===== config.mk =====
export PLATFORM = sky130hd
export DESIGN_NAME = sdop_div
export DESIGN_NICKNAME = d
export VERILOG_FILES = /design/src/rtl/sdop_pkg.sv /design/src/rtl/sdop_div.sv
export SDC_FILE = /design/constraint.sdc
export NUM_CORES = 1
export LEC_CHECK = 0
export ABC_AREA = 1
export BUFFER_PORTS_ARGS = -buffer_cell sky130_fd_sc_hd__buf_2
export CAP_MARGIN = 20
export CORE_MARGIN = 5
export CORE_UTILIZATION = 30
export CTS_CLUSTER_DIAMETER = 60
export CTS_CLUSTER_SIZE = 16
export DETAILED_ROUTE_END_ITERATION = 6
export GPL_ROUTABILITY_DRIVEN = 0
export PLACE_DENSITY = 0.49
export SLEW_MARGIN = 20
export SYNTH_ARGS = -nofsm -noshare
export SYNTH_HDL_FRONTEND = slang
export SYNTH_SLANG_ARGS = --single-unit

===== constraint.sdc =====
create_clock -name i_clk -period 2.5 [get_ports i_clk]
set_input_delay 0.25 -clock i_clk [delete_from_list [all_inputs] [get_ports i_clk]]
set_output_delay 0.25 -clock i_clk [all_outputs]
set_load 0.01 [all_outputs]

===== src/rtl/sdop_pkg.sv =====
// Shared types, constants and helpers for the smoothed orbit camera block.
// Used by the channel interfaces, the divider, the CORDIC unit and the top level.
`default_nettype none
package sdop_pkg;

    // Fixed-point format of all state and ports, and default CORDIC length
    localparam int FRAC_BITS         = 16;
    localparam int CORDIC_STEPS_DFLT = 16;

    localparam logic signed [31:0] ONE_Q  = 32'(64'sd1 <<< FRAC_BITS);
    localparam logic signed [31:0] DIST_RST = 32'(64'sd3 <<< FRAC_BITS);
    localparam logic signed [31:0] C_048  =
        32'(((64'sd48 <<< FRAC_BITS) + 64'sd50) / 64'sd100);
    localparam logic signed [31:0] C_0235 =
        32'(((64'sd235 <<< FRAC_BITS) + 64'sd500) / 64'sd1000);
    localparam logic signed [31:0] PITCH_LIM =
        32'((64'sd13962634016 * (64'sd1 <<< FRAC_BITS) + 64'sd5000000000)
            / 64'sd10000000000);

    // Time step alignment from Q0.16 to FRAC_BITS
    localparam int DT_L = (FRAC_BITS >= 16) ? FRAC_BITS - 16 : 0;
    localparam int DT_R = (FRAC_BITS < 16) ? 16 - FRAC_BITS : 0;

    // Divider: 2^(2F+1)/smooth_time and 2^(2F)/den
    localparam int DIV_NW = 2 * FRAC_BITS + 2;
    localparam logic [DIV_NW-1:0] OMEGA_NUM = DIV_NW'(1) << (2 * FRAC_BITS + 1);
    localparam logic [DIV_NW-1:0] EX_NUM    = DIV_NW'(1) << (2 * FRAC_BITS);

    // CORDIC constants in Q30
    localparam longint PI_Q30      = 64'sd3373259426;
    localparam longint TWO_PI_Q30  = 64'sd6746518852;
    localparam longint HALF_PI_Q30 = 64'sd1686629713;
    localparam longint GAIN_Q30    = 64'sd652032874;

    localparam logic [1:0] CFG_SMOOTH = 2'd0;
    localparam logic [1:0] CFG_TGT_X  = 2'd1;
    localparam logic [1:0] CFG_TGT_Y  = 2'd2;
    localparam logic [1:0] CFG_TGT_Z  = 2'd3;

    typedef enum logic [1:0] {
        CMD_TICK      = 2'd0,
        CMD_INPUT     = 2'd1,
        CMD_SET_DIST  = 2'd2,
        CMD_SET_ANGLE = 2'd3
    } t_cmd;

    typedef enum logic [3:0] {
        ST_IDLE, ST_CMD, ST_DIV_OM, ST_POLY, ST_DIV_EX,
        ST_AXIS, ST_COR_P, ST_COR_Y, ST_POS, ST_OUT
    } t_state;

    typedef enum logic [1:0] {
        CS_IDLE, CS_RED, CS_FOLD, CS_ROT
    } t_cstate;

    typedef struct packed {
        logic [1:0]         cmd;
        logic [15:0]        delta_time;
        logic signed [31:0] yaw_value;
        logic signed [31:0] pitch_value;
        logic signed [31:0] zoom_value;
    } t_in_item;

    typedef struct packed {
        logic signed [31:0] pos_x;
        logic signed [31:0] pos_y;
        logic signed [31:0] pos_z;
        logic signed [31:0] cur_yaw;
        logic signed [31:0] cur_pitch;
        logic signed [31:0] cur_distance;
    } t_out_item;

    typedef struct packed {
        logic              start;
        logic [DIV_NW-1:0] dividend;
        logic [30:0]       divisor;
    } t_div_req;

    typedef struct packed {
        logic              done;
        logic [DIV_NW-1:0] quotient;
    } t_div_rsp;

    typedef struct packed {
        logic               start;
        logic signed [31:0] angle;
    } t_cor_req;

    typedef struct packed {
        logic               done;
        logic signed [31:0] sin_v;
        logic signed [31:0] cos_v;
    } t_cor_rsp;

    function automatic logic signed [31:0] sat32(input logic signed [63:0] v);
        if (v > 64'sd2147483647) begin
            return 32'sh7fffffff;
        end else if (v < -64'sd2147483648) begin
            return 32'sh80000000;
        end else begin
            return v[31:0];
        end
    endfunction

    // arctan(2^-i) in Q30
    function automatic logic [29:0] atan_q30(input logic [4:0] idx);
        case (idx)
            5'd0:    return 30'd843314857;
            5'd1:    return 30'd497837829;
            5'd2:    return 30'd263043837;
            5'd3:    return 30'd133525159;
            5'd4:    return 30'd67021687;
            5'd5:    return 30'd33543516;
            5'd6:    return 30'd16775851;
            5'd7:    return 30'd8388437;
            5'd8:    return 30'd4194283;
            5'd9:    return 30'd2097149;
            5'd10:   return 30'd1048576;
            5'd11:   return 30'd524288;
            5'd12:   return 30'd262144;
            5'd13:   return 30'd131072;
            5'd14:   return 30'd65536;
            5'd15:   return 30'd32768;
            5'd16:   return 30'd16384;
            5'd17:   return 30'd8192;
            5'd18:   return 30'd4096;
            5'd19:   return 30'd2048;
            5'd20:   return 30'd1024;
            5'd21:   return 30'd512;
            5'd22:   return 30'd256;
            default: return 30'd128;
        endcase
    endfunction

endpackage
`default_nettype wire


===== src/rtl/sdop_div.sv =====
// Radix-2 restoring unsigned divider, one quotient bit per cycle.
// Depends on sdop_pkg for the request and response structs.
`default_nettype none
module sdop_div import sdop_pkg::*; (
    input  wire      i_clk,
    input  wire      i_rst_n,
    input  t_div_req i_req,
    output t_div_rsp o_rsp
);
    localparam int CW = $clog2(DIV_NW + 1);

    logic              r_busy;
    logic              r_done;
    logic [CW-1:0]     r_cnt;
    logic [30:0]       r_rem;
    logic [30:0]       r_dvs;
    logic [DIV_NW-1:0] r_quo;

    logic [31:0]       shifted;
    logic              ge;
    logic [31:0]       diff;

    always_comb begin
        shifted = {r_rem, r_quo[DIV_NW-1]};
        ge      = (shifted >= {1'b0, r_dvs});
        diff    = shifted - {1'b0, r_dvs};
    end

    always_ff @(posedge i_clk) begin
        if (!i_rst_n) begin
            r_busy <= 1'b0;
            r_done <= 1'b0;
            r_cnt  <= '0;
        end else begin
            r_done <= 1'b0;
            if (i_req.start) begin
                r_busy <= 1'b1;
                r_cnt  <= CW'(DIV_NW);
            end else if (r_busy) begin
                r_cnt <= r_cnt - 1'b1;
                if (r_cnt == CW'(1)) begin
                    r_busy <= 1'b0;
                    r_done <= 1'b1;
                end
            end
        end
    end

    always_ff @(posedge i_clk) begin
        if (i_req.start) begin
            r_rem <= '0;
            r_dvs <= i_req.divisor;
            r_quo <= i_req.dividend;
        end else if (r_busy) begin
            r_rem <= ge ? diff[30:0] : shifted[30:0];
            r_quo <= {r_quo[DIV_NW-2:0], ge};
        end
    end

    assign o_rsp.done     = r_done;
    assign o_rsp.quotient = r_quo;
endmodule
`default_nettype wire


Word-level counts from Yosys, hierarchy flattened:

Cells that the tools add are included.

* $add $sub $neg: 2
* order comparisons: 1
* equality and inequality tests: 1
* muxes and demuxes: 9
* bitwise logic cells: 2
* reduce and logical (&&, ||, !) cells: 3

Operators with widths (count)
* $mux 34: 2
* $ge 32x31->1: 1
* $mux 31: 1
* $sub 31x31->31: 1
* $mux 6: 2
* $eq 6x1->1 const B: 1
* $sub 6x1->6 const B: 1
* $mux 1: 4
* $reduce_or 3->1: 1
* $not 1->1: 2
* $reduce_bool 2->1: 1
* $reduce_or 2->1: 1

* bits in registers: 104
* input bits: 68
* word-level logic and storage cells: 25

Logic depth before layout (Yosys ltp):

* depth after elaboration: 4
* mapped depth: 17
* depth with buffers taken out: 16

Worst setup path after synthesis:

OpenSTA, ideal clock, no wires.

* kind: input to register
* start point: input port i_req[65] (netlist name)
* end point: register r_quo[0], enable pin
* setup time: 0.412 ns
* data arrival time: 1.889 ns
* data required time: 2.088 ns
* slack: 0.198 ns
* cell stages on the path: 4
* cell sequence: clkbuf_1 -> nor2_1 -> inv_1 -> clkbuf_1

* cells in the longest elaborated chain, start to end: 1

RTL lines
* start: declaration: line sdop_div.sv:7 `input t_div_req i_req,`
* $reduce_bool 2->1 (no line)
* end signal: assignment: line sdop_div.sv:53 `r_quo <= i_req.dividend;`
* end signal: assignment: line sdop_div.sv:56 `r_quo <= {r_quo[DIV_NW-2:0], ge};`
* end: declaration: line sdop_div.sv:17 `logic [DIV_NW-1:0] r_quo;`

Every way passes these cells.
A chain may end at the register's enable or synchronous reset.

Worst setup path after layout:

* start point: register r_quo[33]
* end point: register r_rem[30]

* cells in the longest elaborated chain, start to end: 2

RTL lines
* $sub 31x31->31 or $ge 32x31->1 (tied branches): line sdop_div.sv:26, sdop_div.sv:25
* $mux 31 *: line sdop_div.sv:55 `r_rem <= ge ? diff[30:0] : shifted[30:0];`
* end signal: assignment: line sdop_div.sv:55
* end: declaration: line sdop_div.sv:15 `logic [30:0] r_rem;`

Every way passes the cells marked *; elsewhere a longest branch is shown, timed or not.

==> results.toml <==
[outcome]
status = "finished clean"

[worst_setup_path]
start_kind = "flop"
path_buf_inv = 4
timing.rr.end = "r_rem[30]$_SDFFE_PP0P_"
cp-end-kind = "flop"
crit_path_frequent_cell = "nand2_1"
rr_worst_depth = 17
path_delay_family = "simple AND/OR/NAND/NOR gates"
crit_slowest_cell = "fa_1"
crit_path_max_incr_delay_ns = 0.41
required_ns = 2.81
r2r_start = "r_quo[33]$_DFFE_PP_"
crit_type = "flop to flop"
crit_fanout = 20
cp.arrival_ns = 2.57
crit_chain = "inv_1 -> ha_1 -> fa_1 -> inv_1 -> nand2_1 -> nand2_1 -> nand3_1 -> nand2_2 -> nand2_2 -> nand3_2 -> nand2_4 -> buf_4 -> nand3_1 -> nand2_1 -> inv_1 -> nand2_1 -> nand2_1"
reg2reg_slack_ns = 0.24

[sta]
worst_pin_slew_ns = 0.744
period_share_pct = 90.3
fin_crit_ns = 2.26
totalNegativeSetupSlack_ns = 0
rsz0062_at_grt = "no"
max_freq_ghz = 0.443
skew_ns = 0.0212
finalHoldViolCount = 0
drv_slew = 0
whs_ns = 0.0392
setup_viol = 0
slew_headroom_pct = 50.4

[pwr]
power.internal_mw = 2.89
power_leakage_nw = 4.36
ir_drop_uv = 328
pwr-share-seq_pct = 48.6
switching_share_pct = 29.8
p_switching_mw = 1.22
power_mw = 4.11
p_per_area_mw_per_mm2 = 513
power_frac_comb_pct = 13.6
pwr-share-clk_pct = 37.8

[floorplanning]
die_w_um = 162
die_area_mm2 = 0.0261
ios = 103
rows = 55
start_util_pct = 30.4
coreArea_mm2 = 0.0226
die_h_um = 162

[clock_tree]
cts_tree = "yes"
postCtsHoldBufs = 0
htree_num_levels = 3
cts_sinks = 104
root_buffer = "clkbuf_16"
clk_latency_ns = 0.38
cts_made_buffers = 9
clockBufferDepth = 2
clk_pin_slew_ns = 0.10

[yosys]
synth_nets = 1093
synth_seq_area_share_pct = 39.7
syn_avg_cell_area_um2 = 6.95
ys_types = 41
netlist_instances = 991
ys_warn_count = 0
netlist_area_mm2 = 0.00689
synth_seq_cells = 104

[finish]
n_antenna_cell = 0
drive_gt1_share_pct = 14.9
fin_util_pct = 35.4
nets = 1191
areaGrowthSynthToFinish_pct = 16.5

[detailed_routing]
totalWireLength_um = 18100
viasPerCell = 4.36
routedWlPerCell_um = 13.1
drt_first_pass_iters = 4
drt-initial-drc-count = 233
vias = 6018
ant_nets = 0
drc = 0

[global_routing]
grt_pass1_vias = 6135
grt_pass1_wl_um = 30500
antenna_found_initial = 0
grt_usage_pct = 14.4
grt_max_degree = 64
overflow = 0

[hold_path]
whs_endpoint = "r_dvs[17]$_DFFE_PP_"
worstHoldStart = "i_req[17]"
whs_path_depth = 1
hp-class = "input port to flop"

[run]
maxCapViolCount = 0

[placement]
io_buffer_count = 102
hpwl_um = 13900
==> per-stage QoR <==
step                      std cells  area (µm²)  setup WS, ns
after floorplan                 991        6890         0.198
after global placement         1363        7690         0.229
after detailed placement       1363        7690         0.162
after CTS                      1379        8020         0.147
after global routing           1379        8020       0.00240
final                          1379        8020         0.244
==> power by group through the flow <==
stage	Sequential [mW]	Clock (mW)	Combinational, mW
finish	2.00	1.56	0.558
floorplan	2.06	0	0.313
CTS	2.00	1.61	0.570
detailed placement	2.04	0	0.569
global placement	2.04	0	0.572
global route	2.01	1.67	0.638
==> per-layer routing <==
| layer | vias to the layer above | wire length [µm] | global-route usage, % |
|---|---|---|---|
| met5 | - | 0 | 0 |
| met4 | 0 | 242 | 3.41 |
| met3 | 16 | 924 | 3.88 |
| met2 | 103 | 8240 | 23.8 |
| met1 | 2659 | 8690 | 18.7 |
| li1 | 3240 | - | - |
==> cells in the mapped netlist <==
master / count / area (µm²)
nand2_1: 419 / 1570
a21oi_2: 3 / 26.3
clkbuf_1: 9 / 33.8
dfxtp_1: 39 / 781
ha_1: 33 / 413
inv_1: 175 / 657
xor2_1: 2 / 17.5
nor4_1: 2 / 12.5
edfxtp_1: 65 / 1950
buf_4: 3 / 22.5
o21bai_1: 1 / 7.51
clkinv_1: 1 / 3.75
nand3_2: 5 / 50.1
o21a_1: 1 / 7.51
a31oi_1: 1 / 6.26
nor2_2: 3 / 18.8
o21ai_1: 12 / 60.1
nor2_1: 41 / 154
xnor2_1: 14 / 123
a211oi_1: 1 / 7.51
nor2_8: 1 / 20.0
inv_2: 10 / 37.5
and2_1: 4 / 25.0
nand4_1: 6 / 37.5
a21oi_1: 15 / 75.1
nor3_1: 6 / 30.0
nor3_2: 1 / 10.0
buf_2: 3 / 15.0
or2_1: 1 / 6.26
nand3_1: 72 / 360
fa_1: 1 / 20.0
a221oi_1: 1 / 8.76
nor3b_1: 2 / 15.0
buf_1: 3 / 11.3
nand3b_1: 16 / 120
nor2_4: 4 / 45.0
o21ai_0: 1 / 5.00
nand2_2: 6 / 37.5
buf_6: 5 / 56.3
nand2_4: 2 / 22.5
and3_1: 1 / 6.26
==> registers in the layout, summed over array words and instances, names as in the netlist <==
| signal | cells |
|---|---|
| r_cnt | 6 |
| r_rem | 31 |
| r_quo | 34 |
| r_done | 1 |
| r_busy | 1 |
| r_dvs | 31 |
==> layout by cell type, fill, tap and decap left out, types with 12 or more instances in the layout <==
master / n
nor2_1: 40
a21oi_1: 15
nand3b_1: 16
ha_1: 33
inv_1: 174
o21ai_1: 12
nand2_1: 419
dfxtp_1: 39
buf_2: 102
xnor2_1: 14
edfxtp_1: 65
nand3_1: 72
==> what timing repair did <==
action | 4_1_cts | 5_1_grt
setup buffers | 0 | 0
endpoints found under the setup margin | 0 | 31
gates resized for setup | 0 | 1
==> worst max-delay path by stage <==
stage / from / endpoint / depth (start not counted)
after floorplan: i_req[65] / r_quo[0]$_DFFE_PP_ / 4
after global placement: r_quo[33]$_DFFE_PP_ / r_rem[26]$_SDFFE_PP0P_ / 15
after detailed placement: r_quo[33]$_DFFE_PP_ / r_rem[30]$_SDFFE_PP0P_ / 15
after CTS: r_quo[33]$_DFFE_PP_ / r_rem[30]$_SDFFE_PP0P_ / 15
after global routing: r_quo[33]$_DFFE_PP_ / r_rem[9]$_SDFFE_PP0P_ / 15
final: r_quo[33]$_DFFE_PP_ / r_rem[30]$_SDFFE_PP0P_ / 17
==> worst reg2reg max path, delay by kind of cell (launching register included) <==
family        cells  cell delay, ns
simple gates     11            0.78
buf+inv           4            0.46
flops             1            0.35
fa+ha+maj         2            0.63
==> kinds of logic (layout without fill, tap and decap cells) <==
family	Yosys count	in the layout	synth area share, %
DFF	104	104	39.7
adders and majority gates	34	34	6.28
buffers and inverters	209	312	12.1
AOI/OAI and AO/OA	36	36	2.96
xor gates and xnor gates	16	16	2.03
and+or+nand+nor	592	592	36.9
==> final cells by class <==
type	instances	area, µm²
Clock inverter	7	96.3
Tap cell	285	357
Fill cell	2487	14600
Timing Repair Buffer	110	583
Clock buffer	9	225
Sequential cell	104	2730
Multi-Input combinational cell	678	3330
Inverter	186	698
Power figures use the tool's default switching activity.
