$ cat config.mk
export PLATFORM = sky130hd
export DESIGN_NAME = sdop_cordic
export DESIGN_NICKNAME = d
export VERILOG_FILES = /design/src/rtl/sdop_pkg.sv /design/src/rtl/sdop_cordic.sv
export SDC_FILE = /design/constraint.sdc
export NUM_CORES = 1
export LEC_CHECK = 0
export ABC_CLOCK_PERIOD_IN_PS = 7700
export BUFFER_PORTS_ARGS = -buffer_cell sky130_fd_sc_hd__buf_2
export CORE_MARGIN = 3
export CORE_UTILIZATION = 46
export CTS_CLUSTER_DIAMETER = 100
export CTS_CLUSTER_SIZE = 8
export DETAILED_ROUTE_END_ITERATION = 8
export HOLD_SLACK_MARGIN = 0.06
export SLEW_MARGIN = 10
export SYNTH_ARGS = -nofsm -noshare
export SYNTH_HDL_FRONTEND = slang
export SYNTH_SLANG_ARGS = --single-unit
$ cat constraint.sdc
create_clock -name i_clk -period 7.7 [get_ports i_clk]
set_clock_uncertainty 0.05 [all_clocks]
set_input_delay 1.54 -clock i_clk [delete_from_list [all_inputs] [get_ports i_clk]]
set_output_delay 1.54 -clock i_clk [all_outputs]
set_load 0.005 [all_outputs]
$ cat src/rtl/sdop_pkg.sv
// Shared types, constants and helpers for the smoothed orbit camera block.
// Used by the channel interfaces, the divider, the CORDIC unit and the top level.
`default_nettype none
package sdop_pkg;

    // Fixed-point format of all state and ports, and default CORDIC length
    localparam int FRAC_BITS         = 16;
    localparam int CORDIC_STEPS_DFLT = 16;

    localparam logic signed [31:0] ONE_Q  = 32'(64'sd1 <<< FRAC_BITS);
    localparam logic signed [31:0] DIST_RST = 32'(64'sd3 <<< FRAC_BITS);
    localparam logic signed [31:0] C_048  =
        32'(((64'sd48 <<< FRAC_BITS) + 64'sd50) / 64'sd100);
    localparam logic signed [31:0] C_0235 =
        32'(((64'sd235 <<< FRAC_BITS) + 64'sd500) / 64'sd1000);
    localparam logic signed [31:0] PITCH_LIM =
        32'((64'sd13962634016 * (64'sd1 <<< FRAC_BITS) + 64'sd5000000000)
            / 64'sd10000000000);

    // Time step alignment from Q0.16 to FRAC_BITS
    localparam int DT_L = (FRAC_BITS >= 16) ? FRAC_BITS - 16 : 0;
    localparam int DT_R = (FRAC_BITS < 16) ? 16 - FRAC_BITS : 0;

    // Divider: 2^(2F+1)/smooth_time and 2^(2F)/den
    localparam int DIV_NW = 2 * FRAC_BITS + 2;
    localparam logic [DIV_NW-1:0] OMEGA_NUM = DIV_NW'(1) << (2 * FRAC_BITS + 1);
    localparam logic [DIV_NW-1:0] EX_NUM    = DIV_NW'(1) << (2 * FRAC_BITS);

    // CORDIC constants in Q30
    localparam longint PI_Q30      = 64'sd3373259426;
    localparam longint TWO_PI_Q30  = 64'sd6746518852;
    localparam longint HALF_PI_Q30 = 64'sd1686629713;
    localparam longint GAIN_Q30    = 64'sd652032874;

    localparam logic [1:0] CFG_SMOOTH = 2'd0;
    localparam logic [1:0] CFG_TGT_X  = 2'd1;
    localparam logic [1:0] CFG_TGT_Y  = 2'd2;
    localparam logic [1:0] CFG_TGT_Z  = 2'd3;

    typedef enum logic [1:0] {
        CMD_TICK      = 2'd0,
        CMD_INPUT     = 2'd1,
        CMD_SET_DIST  = 2'd2,
        CMD_SET_ANGLE = 2'd3
    } t_cmd;

    typedef enum logic [3:0] {
        ST_IDLE, ST_CMD, ST_DIV_OM, ST_POLY, ST_DIV_EX,
        ST_AXIS, ST_COR_P, ST_COR_Y, ST_POS, ST_OUT
    } t_state;

    typedef enum logic [1:0] {
        CS_IDLE, CS_RED, CS_FOLD, CS_ROT
    } t_cstate;

    typedef struct packed {
        logic [1:0]         cmd;
        logic [15:0]        delta_time;
        logic signed [31:0] yaw_value;
        logic signed [31:0] pitch_value;
        logic signed [31:0] zoom_value;
    } t_in_item;

    typedef struct packed {
        logic signed [31:0] pos_x;
        logic signed [31:0] pos_y;
        logic signed [31:0] pos_z;
        logic signed [31:0] cur_yaw;
        logic signed [31:0] cur_pitch;
        logic signed [31:0] cur_distance;
    } t_out_item;

    typedef struct packed {
        logic              start;
        logic [DIV_NW-1:0] dividend;
        logic [30:0]       divisor;
    } t_div_req;

    typedef struct packed {
        logic              done;
        logic [DIV_NW-1:0] quotient;
    } t_div_rsp;

    typedef struct packed {
        logic               start;
        logic signed [31:0] angle;
    } t_cor_req;

    typedef struct packed {
        logic               done;
        logic signed [31:0] sin_v;
        logic signed [31:0] cos_v;
    } t_cor_rsp;

    function automatic logic signed [31:0] sat32(input logic signed [63:0] v);
        if (v > 64'sd2147483647) begin
            return 32'sh7fffffff;
        end else if (v < -64'sd2147483648) begin
            return 32'sh80000000;
        end else begin
            return v[31:0];
        end
    endfunction

    // arctan(2^-i) in Q30
    function automatic logic [29:0] atan_q30(input logic [4:0] idx);
        case (idx)
            5'd0:    return 30'd843314857;
            5'd1:    return 30'd497837829;
            5'd2:    return 30'd263043837;
            5'd3:    return 30'd133525159;
            5'd4:    return 30'd67021687;
            5'd5:    return 30'd33543516;
            5'd6:    return 30'd16775851;
            5'd7:    return 30'd8388437;
            5'd8:    return 30'd4194283;
            5'd9:    return 30'd2097149;
            5'd10:   return 30'd1048576;
            5'd11:   return 30'd524288;
            5'd12:   return 30'd262144;
            5'd13:   return 30'd131072;
            5'd14:   return 30'd65536;
            5'd15:   return 30'd32768;
            5'd16:   return 30'd16384;
            5'd17:   return 30'd8192;
            5'd18:   return 30'd4096;
            5'd19:   return 30'd2048;
            5'd20:   return 30'd1024;
            5'd21:   return 30'd512;
            5'd22:   return 30'd256;
            default: return 30'd128;
        endcase
    endfunction

endpackage
`default_nettype wire

$ cat src/rtl/sdop_cordic.sv
// Iterative sine/cosine unit: range reduction by shift-subtract, then CORDIC rotation.
// Depends on sdop_pkg for constants, the arctan table and the request structs.
`default_nettype none
module sdop_cordic import sdop_pkg::*; #(
    parameter int CORDIC_STEPS = CORDIC_STEPS_DFLT
) (
    input  wire      i_clk,
    input  wire      i_rst_n,
    input  t_cor_req i_req,
    output t_cor_rsp o_rsp
);
    localparam int SH   = 30 - FRAC_BITS;
    localparam int AW   = 62 - FRAC_BITS;
    localparam int KMAX = 29 - FRAC_BITS;
    localparam int KW   = $clog2(KMAX + 1);
    localparam int IW   = $clog2(CORDIC_STEPS);

    localparam logic signed [34:0] K_PI   = 35'(PI_Q30);
    localparam logic signed [34:0] K_2PI  = 35'(TWO_PI_Q30);
    localparam logic signed [34:0] K_HPI  = 35'(HALF_PI_Q30);
    localparam logic [AW-1:0]      K_2PIU = AW'(TWO_PI_Q30);

    t_cstate            r_state, n_state;
    logic [AW-1:0]      r_r, n_r;
    logic [KW-1:0]      r_k, n_k;
    logic               r_neg, n_neg;
    logic               r_negc, n_negc;
    logic signed [32:0] r_a, n_a;
    logic signed [33:0] r_x, n_x;
    logic signed [33:0] r_y, n_y;
    logic [IW-1:0]      r_i, n_i;
    logic               r_done, n_done;
    logic signed [31:0] r_sin, n_sin;
    logic signed [31:0] r_cos, n_cos;

    logic [31:0]        mag;
    logic [AW-1:0]      sub_v;
    logic signed [34:0] a0, a1;
    logic signed [33:0] sx, sy, xf;
    logic signed [32:0] at;

    function automatic logic signed [31:0] from_q30(input logic signed [33:0] v);
        logic signed [35:0] t;
        t = (36'(v) + (36'sd1 <<< (SH - 1))) >>> SH;
        return sat32(64'(t));
    endfunction

    always_comb begin
        n_state = r_state;
        n_r     = r_r;
        n_k     = r_k;
        n_neg   = r_neg;
        n_negc  = r_negc;
        n_a     = r_a;
        n_x     = r_x;
        n_y     = r_y;
        n_i     = r_i;
        n_done  = 1'b0;
        n_sin   = r_sin;
        n_cos   = r_cos;
        mag     = i_req.angle[31] ? (~i_req.angle + 32'd1) : i_req.angle;
        sub_v   = K_2PIU << r_k;
        a0      = r_neg ? -$signed({2'b00, r_r[32:0]}) : $signed({2'b00, r_r[32:0]});
        a1      = a0;
        sx      = r_x >>> r_i;
        sy      = r_y >>> r_i;
        at      = 33'(atan_q30(5'(r_i)));
        xf      = '0;
        unique case (r_state)
            CS_IDLE: begin
                if (i_req.start) begin
                    n_neg   = i_req.angle[31];
                    n_r     = AW'(mag) << SH;
                    n_k     = KW'(KMAX);
                    n_state = CS_RED;
                end
            end
            CS_RED: begin
                // strip multiples of two pi from the magnitude
                if (r_r >= sub_v) begin
                    n_r = r_r - sub_v;
                end
                if (r_k == '0) begin
                    n_state = CS_FOLD;
                end else begin
                    n_k = r_k - 1'b1;
                end
            end
            CS_FOLD: begin
                if (a0 > K_PI) begin
                    a1 = a0 - K_2PI;
                end else if (a0 < -K_PI) begin
                    a1 = a0 + K_2PI;
                end
                n_negc = 1'b0;
                n_a    = 33'(a1);
                if (a1 > K_HPI) begin
                    n_a    = 33'(K_PI - a1);
                    n_negc = 1'b1;
                end else if (a1 < -K_HPI) begin
                    n_a    = 33'(-K_PI - a1);
                    n_negc = 1'b1;
                end
                n_x     = 34'(GAIN_Q30);
                n_y     = '0;
                n_i     = '0;
                n_state = CS_ROT;
            end
            CS_ROT: begin
                if (!r_a[32]) begin
                    n_x = r_x - sy;
                    n_y = r_y + sx;
                    n_a = r_a - at;
                end else begin
                    n_x = r_x + sy;
                    n_y = r_y - sx;
                    n_a = r_a + at;
                end
                if (r_i == IW'(CORDIC_STEPS - 1)) begin
                    xf      = r_negc ? -n_x : n_x;
                    n_sin   = from_q30(n_y);
                    n_cos   = from_q30(xf);
                    n_done  = 1'b1;
                    n_state = CS_IDLE;
                end else begin
                    n_i = r_i + 1'b1;
                end
            end
            default: n_state = CS_IDLE;
        endcase
    end

    always_ff @(posedge i_clk) begin
        if (!i_rst_n) begin
            r_state <= CS_IDLE;
            r_done  <= 1'b0;
        end else begin
            r_state <= n_state;
            r_done  <= n_done;
        end
    end

    always_ff @(posedge i_clk) begin
        r_r    <= n_r;
        r_k    <= n_k;
        r_neg  <= n_neg;
        r_negc <= n_negc;
        r_a    <= n_a;
        r_x    <= n_x;
        r_y    <= n_y;
        r_i    <= n_i;
        r_sin  <= n_sin;
        r_cos  <= n_cos;
    end

    assign o_rsp.done  = r_done;
    assign o_rsp.sin_v = r_sin;
    assign o_rsp.cos_v = r_cos;
endmodule
`default_nettype wire

# Word-level counts from Yosys, hierarchy flattened
# Memories as Yosys holds them, arrays and structs flattened. A register that Yosys moved wholly into a read port is not among the register bits.
# Index checks and enable logic that the tools add are counted.
[word_totals]
reg_bits = 224
rom_bits = 480
in_bits = 35
out_inout_bits = 65
word_cells = 98
mem_count = 1
[memory_table]
columns = ["memory", "depth", "width", "read_ports", "rd_clocked_by_memory_dff", "write_ports", "line_no", "text"]
rows = [
  ["(no name shown)", 16, 30, 1, 1, 0, "sdop_pkg.sv:107", "case (idx)"],
]
[classes]
addsub = 18
magnitude_cmp = 9
n_eq_ne = 10
shift = 3
n_mux = 33
n_bitwise = 1
reduce_logical = 11
[op_table]
columns = ["cell", "n"]
rows = [
  ["$mux 34", 5],
  ["$mux 35", 4],
  ["$pmux 34 s2", 2],
  ["$mux 33", 3],
  ["$mux 32", 3],
  ["$mux 46", 2],
  ["$pmux 46 s2", 1],
  ["$add 34x15->35 const B", 2],
  ["$add 34x34->34", 2],
  ["$sshr 34x4->34", 2],
  ["$sub 34x34->34", 2],
  ["$pmux 33 s2", 1],
  ["$sub 33x33->33 const A", 2],
  ["$gt 21x32->1 const B", 2],
  ["$lt 21x32->1 const B", 2],
  ["$ge 46x46->1", 1],
  ["$shl 33x4->46 const A", 1],
  ["$sub 46x46->46", 1],
  ["$add 35x34->35 const B", 1],
  ["$gt 35x32->1 const B", 1],
  ["$gt 35x33->1 const B", 1],
  ["$lt 35x32->1 const B", 1],
  ["$lt 35x33->1 const B", 1],
  ["$neg 33->35", 1],
  ["22 further kinds", 41],
]

# Logic depth before layout (Yosys ltp)
[logic_depth]
depth_word = 10
depth_mapped = 36
mapped_depth_nobuf = 32

# Least setup slack after synthesis
# Ideal clock, no wire load.
[synth_path]
path_type = "register to register"
start = "reg r_i[0]"
end = "reg r_cos[19] (data pin)"
t_arrival_ns = 8.053
t_required_ns = 7.378
setup_slack_ns = -0.675
stages_incl_launch_ff = 33
n_path_buf = 5
synth_period_minus_slack_ns = 8.375
path_cell_list = "edfxtp_1 buf_1 clkbuf_1 clkbuf_1 clkbuf_1 mux4_2 nand2_1 a21oi_1 a21oi_1 ha_1 and3_1 and2_1 and3_1 nor2_1 xnor2_1 ha_1 inv_1 or4_1 o211ai_1 a21oi_1 xnor2_1 nor3_1 or3b_2 clkbuf_1 nor4_1 o2111a_1 nor4b_1 xnor2_1 o2bb2ai_1 and2_1 a21oi_1 o21ai_0 xor2_1"
[synth_between]
elab_chain_len = 9
word_cells_on_any_way = 11
classes_between = "4 x add/sub; 2 x order compare; 1 x shift; 4 x mux"
[synth_lines]
columns = ["element", "line_no", "text"]
rows = [
  ["start: declaration", "sdop_cordic.sv:31", "logic [IW-1:0] r_i, n_i;"],
  ["start signal: assignment", "sdop_cordic.sv:151", "r_i <= n_i;"],
  ["$sshr 34x4->34 *", "sdop_cordic.sv:66", "sy = r_y >>> r_i;"],
  ["$sub 34x34->34 / $add 34x34->34 (equally long branches)", "sdop_cordic.sv:111, sdop_cordic.sv:115", ""],
  ["$mux 34 *", "sdop_cordic.sv:110", "if (!r_a[32]) begin"],
  ["$mux 34 *", "sdop_cordic.sv:69", "unique case (r_state)"],
  ["$neg 34->34", "sdop_cordic.sv:120", "xf = r_negc ? -n_x : n_x;"],
  ["$mux 34 *", "sdop_cordic.sv:120", ""],
  ["$add 34x15->35 *", "sdop_cordic.sv:44", "t = (36'(v) + (36'sd1 <<< (SH - 1))) >>> SH;"],
  ["$lt 21x32->1", "sdop_pkg.sv:98", "end else if (v < -64'sd2147483648) begin"],
  ["$mux 32", "sdop_pkg.sv:98", ""],
  ["end signal: assignment", "sdop_cordic.sv:153", "r_cos <= n_cos;"],
  ["end: declaration", "sdop_cordic.sv:34", "logic signed [31:0] r_cos, n_cos;"],
]
# Every way passes the cells marked *; elsewhere a longest branch is shown, timed or not. The select of a mux whose other input is x is not followed.
# A chain may end at the register's enable or synchronous reset.

# Final worst setup path
# Same ends and word-level chain as after synthesis.

==> results.py <==
metrics = {
    "logic_synthesis": {
        "synth_cells": 3330,
        "syn_area_per_cell_um2": 8.23,
        "syn_nets": 3543,
        "synthDistinctLibCells": 112,
        "async_reset_ff_share_pct": 0,
        "ys_ff_latch": 230,
        "yosys.area.top_type": "edfxtp_1",
        "yosysWarnings": 0,
        "synth_top_area_share_pct": 21.8,
        "synth_area_leaders": "edfxtp_1, ha_1, xnor2_1, a21oi_1, nand2_1",
        "synth_flop_cell": "edfxtp_1",
        "synth_area_mm2": 0.0274,
        "seq_area_frac_synth_pct": 24.1,
        "synth-edff-count": 199,
    },
    "cts": {
        "cts.sinks": 230,
        "clk_latency_ns": 0.57,
        "clk_pin_slew_worst_paths_ns": 0.06,
        "clk_path_buf_depth": 3,
        "numCtsBuffers": 36,
        "root_buffer": "clkbuf_16",
        "postCtsHoldBufs": 0,
        "h-tree-depth": 2,
        "cts_tree": "yes",
    },
    "cells_and_area": {
        "syn2layout_area_growth_pct": 9.09,
        "antenna_cells": 0,
        "nets": 3587,
        "layout.cells.most_common_list": "nand2_1, nor2_1, a21oi_1",
        "stdcell_count": 4162,
        "fin_area_mm2": 0.0299,
        "layout_commonest_cell": "nand2_1",
        "layout-drive-gt1-share_pct": 11.5,
    },
    "placed_design": {
        "post-place-ws_ns": 0.0671,
        "postPlaceCellArea_mm2": 0.0287,
        "dp_cells": 4097,
        "portBuffers": 99,
        "hpwl_mm": 62.7,
        "place_congestion": 0.920,
    },
    "outcome": {
        "status": "complete, no violations",
    },
    "critical_path": {
        "worst-setup-path-type": "flip-flop to flip-flop",
        "crit_required_ns": 7.94,
        "worstPathMaxFanout": 9,
        "start_kind": "flip-flop",
        "cp.arrival_ns": 7.44,
        "critPathCaptureType": "flip-flop",
        "crit_buf_inv": 5,
        "max_stage_delay_ns": 0.58,
        "cp_top_family": "compound AO/OA/AOI/OAI gates",
        "crit_path_top_delay_cell": "or4_1",
    },
    "die": {
        "die_w_um": 250,
        "rows": 88,
        "die-area_mm2": 0.0625,
        "io_pins": 100,
        "fp.dieH_um": 250,
        "coreArea_mm2": 0.0584,
        "start_util_pct": 47.0,
    },
    "route": {
        "vias_per_cell": 6.15,
        "drtAntennaViolNets": 0,
        "postRouteWirelength_mm": 82.2,
        "wl_per_cell_um": 19.8,
        "drc": 0,
        "drt_iter0_drc": 2272,
        "num_vias": 25600,
        "dr.pass1.iters": 6,
    },
    "sta": {
        "hold_viol": 0,
        "rsz0062_at_grt": "yes",
        "drv_slew": 0,
        "tightest_slew_ns": 1.22,
        "fin_crit_sh_pct": 93.5,
        "post-route-min-period_ns": 7.20,
        "fmax_mhz": 139,
        "setup_slack_ns": 0.504,
        "finalSetupViolations": 0,
        "slew_headroom_pct": 18.6,
    },
    "global_route": {
        "grt.total_usage_pct": 25.3,
        "grt_overflow": 0,
        "grt_start_max_net_pins": 82,
        "grt_pass1_vias": 24700,
        "grt_antenna_before_repair": 0,
        "grt_pass1_wl_mm": 132,
    },
    "run": {
        "drv_cap": 0,
    },
    "min_path": {
        "hold_path.class": "flip-flop to flip-flop",
    },
}
==> stage by stage <==
step	util, %	hold WS (ns)	TNS, ns
2_1_floorplan	-	0.476	0
3_3_place_gp	49.2	0.530	0
3_5_place_dp	49.2	0.551	0
4_1_cts	51.0	0.564	0
5_1_grt	51.2	0.589	-0.0485
6_report	51.2	0.559	0
==> state kept, by name (all words and copies together), names as in the netlist, 2 cells and up <==
signal   flops
at          28
r_a         33
r_cos       22
r_i          4
r_k          4
r_r         44
r_sin       22
r_state      2
r_x         34
r_y         34
==> final timing paths <==
kind	slack, ns	to	start	cells past startpoint
worst max-delay path	0.50	r_cos[19]$_SDFFCE_PN1P_	r_i[0]$_DFFE_PP_	29
worst min-delay path	0.56	r_state[1]$_SDFFE_PN0P_	r_state[1]$_SDFFE_PN0P_	2
worst max register to register	0.50	r_cos[19]$_SDFFCE_PN1P_	r_i[0]$_DFFE_PP_	29
worst min register to register	0.56	r_state[1]$_SDFFE_PN0P_	r_state[1]$_SDFFE_PN0P_	2
==> area by class of cell <==
class / count / area (um2)
Clock buffer: 54 / 968
Multi-Input combinational cell: 2809 / 19700
Timing Repair Buffer: 188 / 1190
Fill cell: 5541 / 28500
Tap cell: 765 / 957
Inverter: 109 / 412
Clock inverter: 7 / 96.3
Sequential cell: 230 / 6600
==> worst min-delay path, cell delays in order, from the launching register on <==
cell	delay, ns
dfxtp_1	0.36
mux2i_1	0.15
nor2b_1	0.06
==> routing by layer <==
layer / vias up / share of wire [%] / wire [um] / GRT usage, %
met1: 12300 / 44 / 36000 / 33.1
met5: - / 0 / 0 / 0
met2: 741 / 49 / 40200 / 44.6
li1: 12500 / - / - / -
met3: 132 / 4.6 / 3800 / 2.40
met4: 0 / 2.7 / 2240 / 7.27
==> synth_stat cells (all sizes together), types with 67 or more instances <==
cell type / number
nand2: 308
a21oi: 297
nor2: 294
xnor2: 252
o21ai: 208
edfxtp: 199
ha: 175
xor2: 119
clkbuf: 117
inv: 108
nor3: 89
and2: 74
nand3: 67
==> kinds of logic (layout without fill, tap and decap cells) <==
family	after synthesis	count (layout)	share of synthesized area [%]
and+or+nand+nor	1149	1149	20.7
adders and majority gates	179	179	8.25
buffers and inverters	291	358	4.56
muxes	131	131	6.94
AOI/OAI and AO/OA	978	978	23.5
xor gates and xnor gates	372	372	12.0
DFF	230	230	24.1
==> what timing repair did <==
item	in CTS	in global routing
setup endpoints to repair	0	24
buffers inserted	0	4
resized for setup	0	22
Power is left out: the tool's default activity adds up to more than one toggle a clock period on the data nets, which glitch-free logic cannot reach.
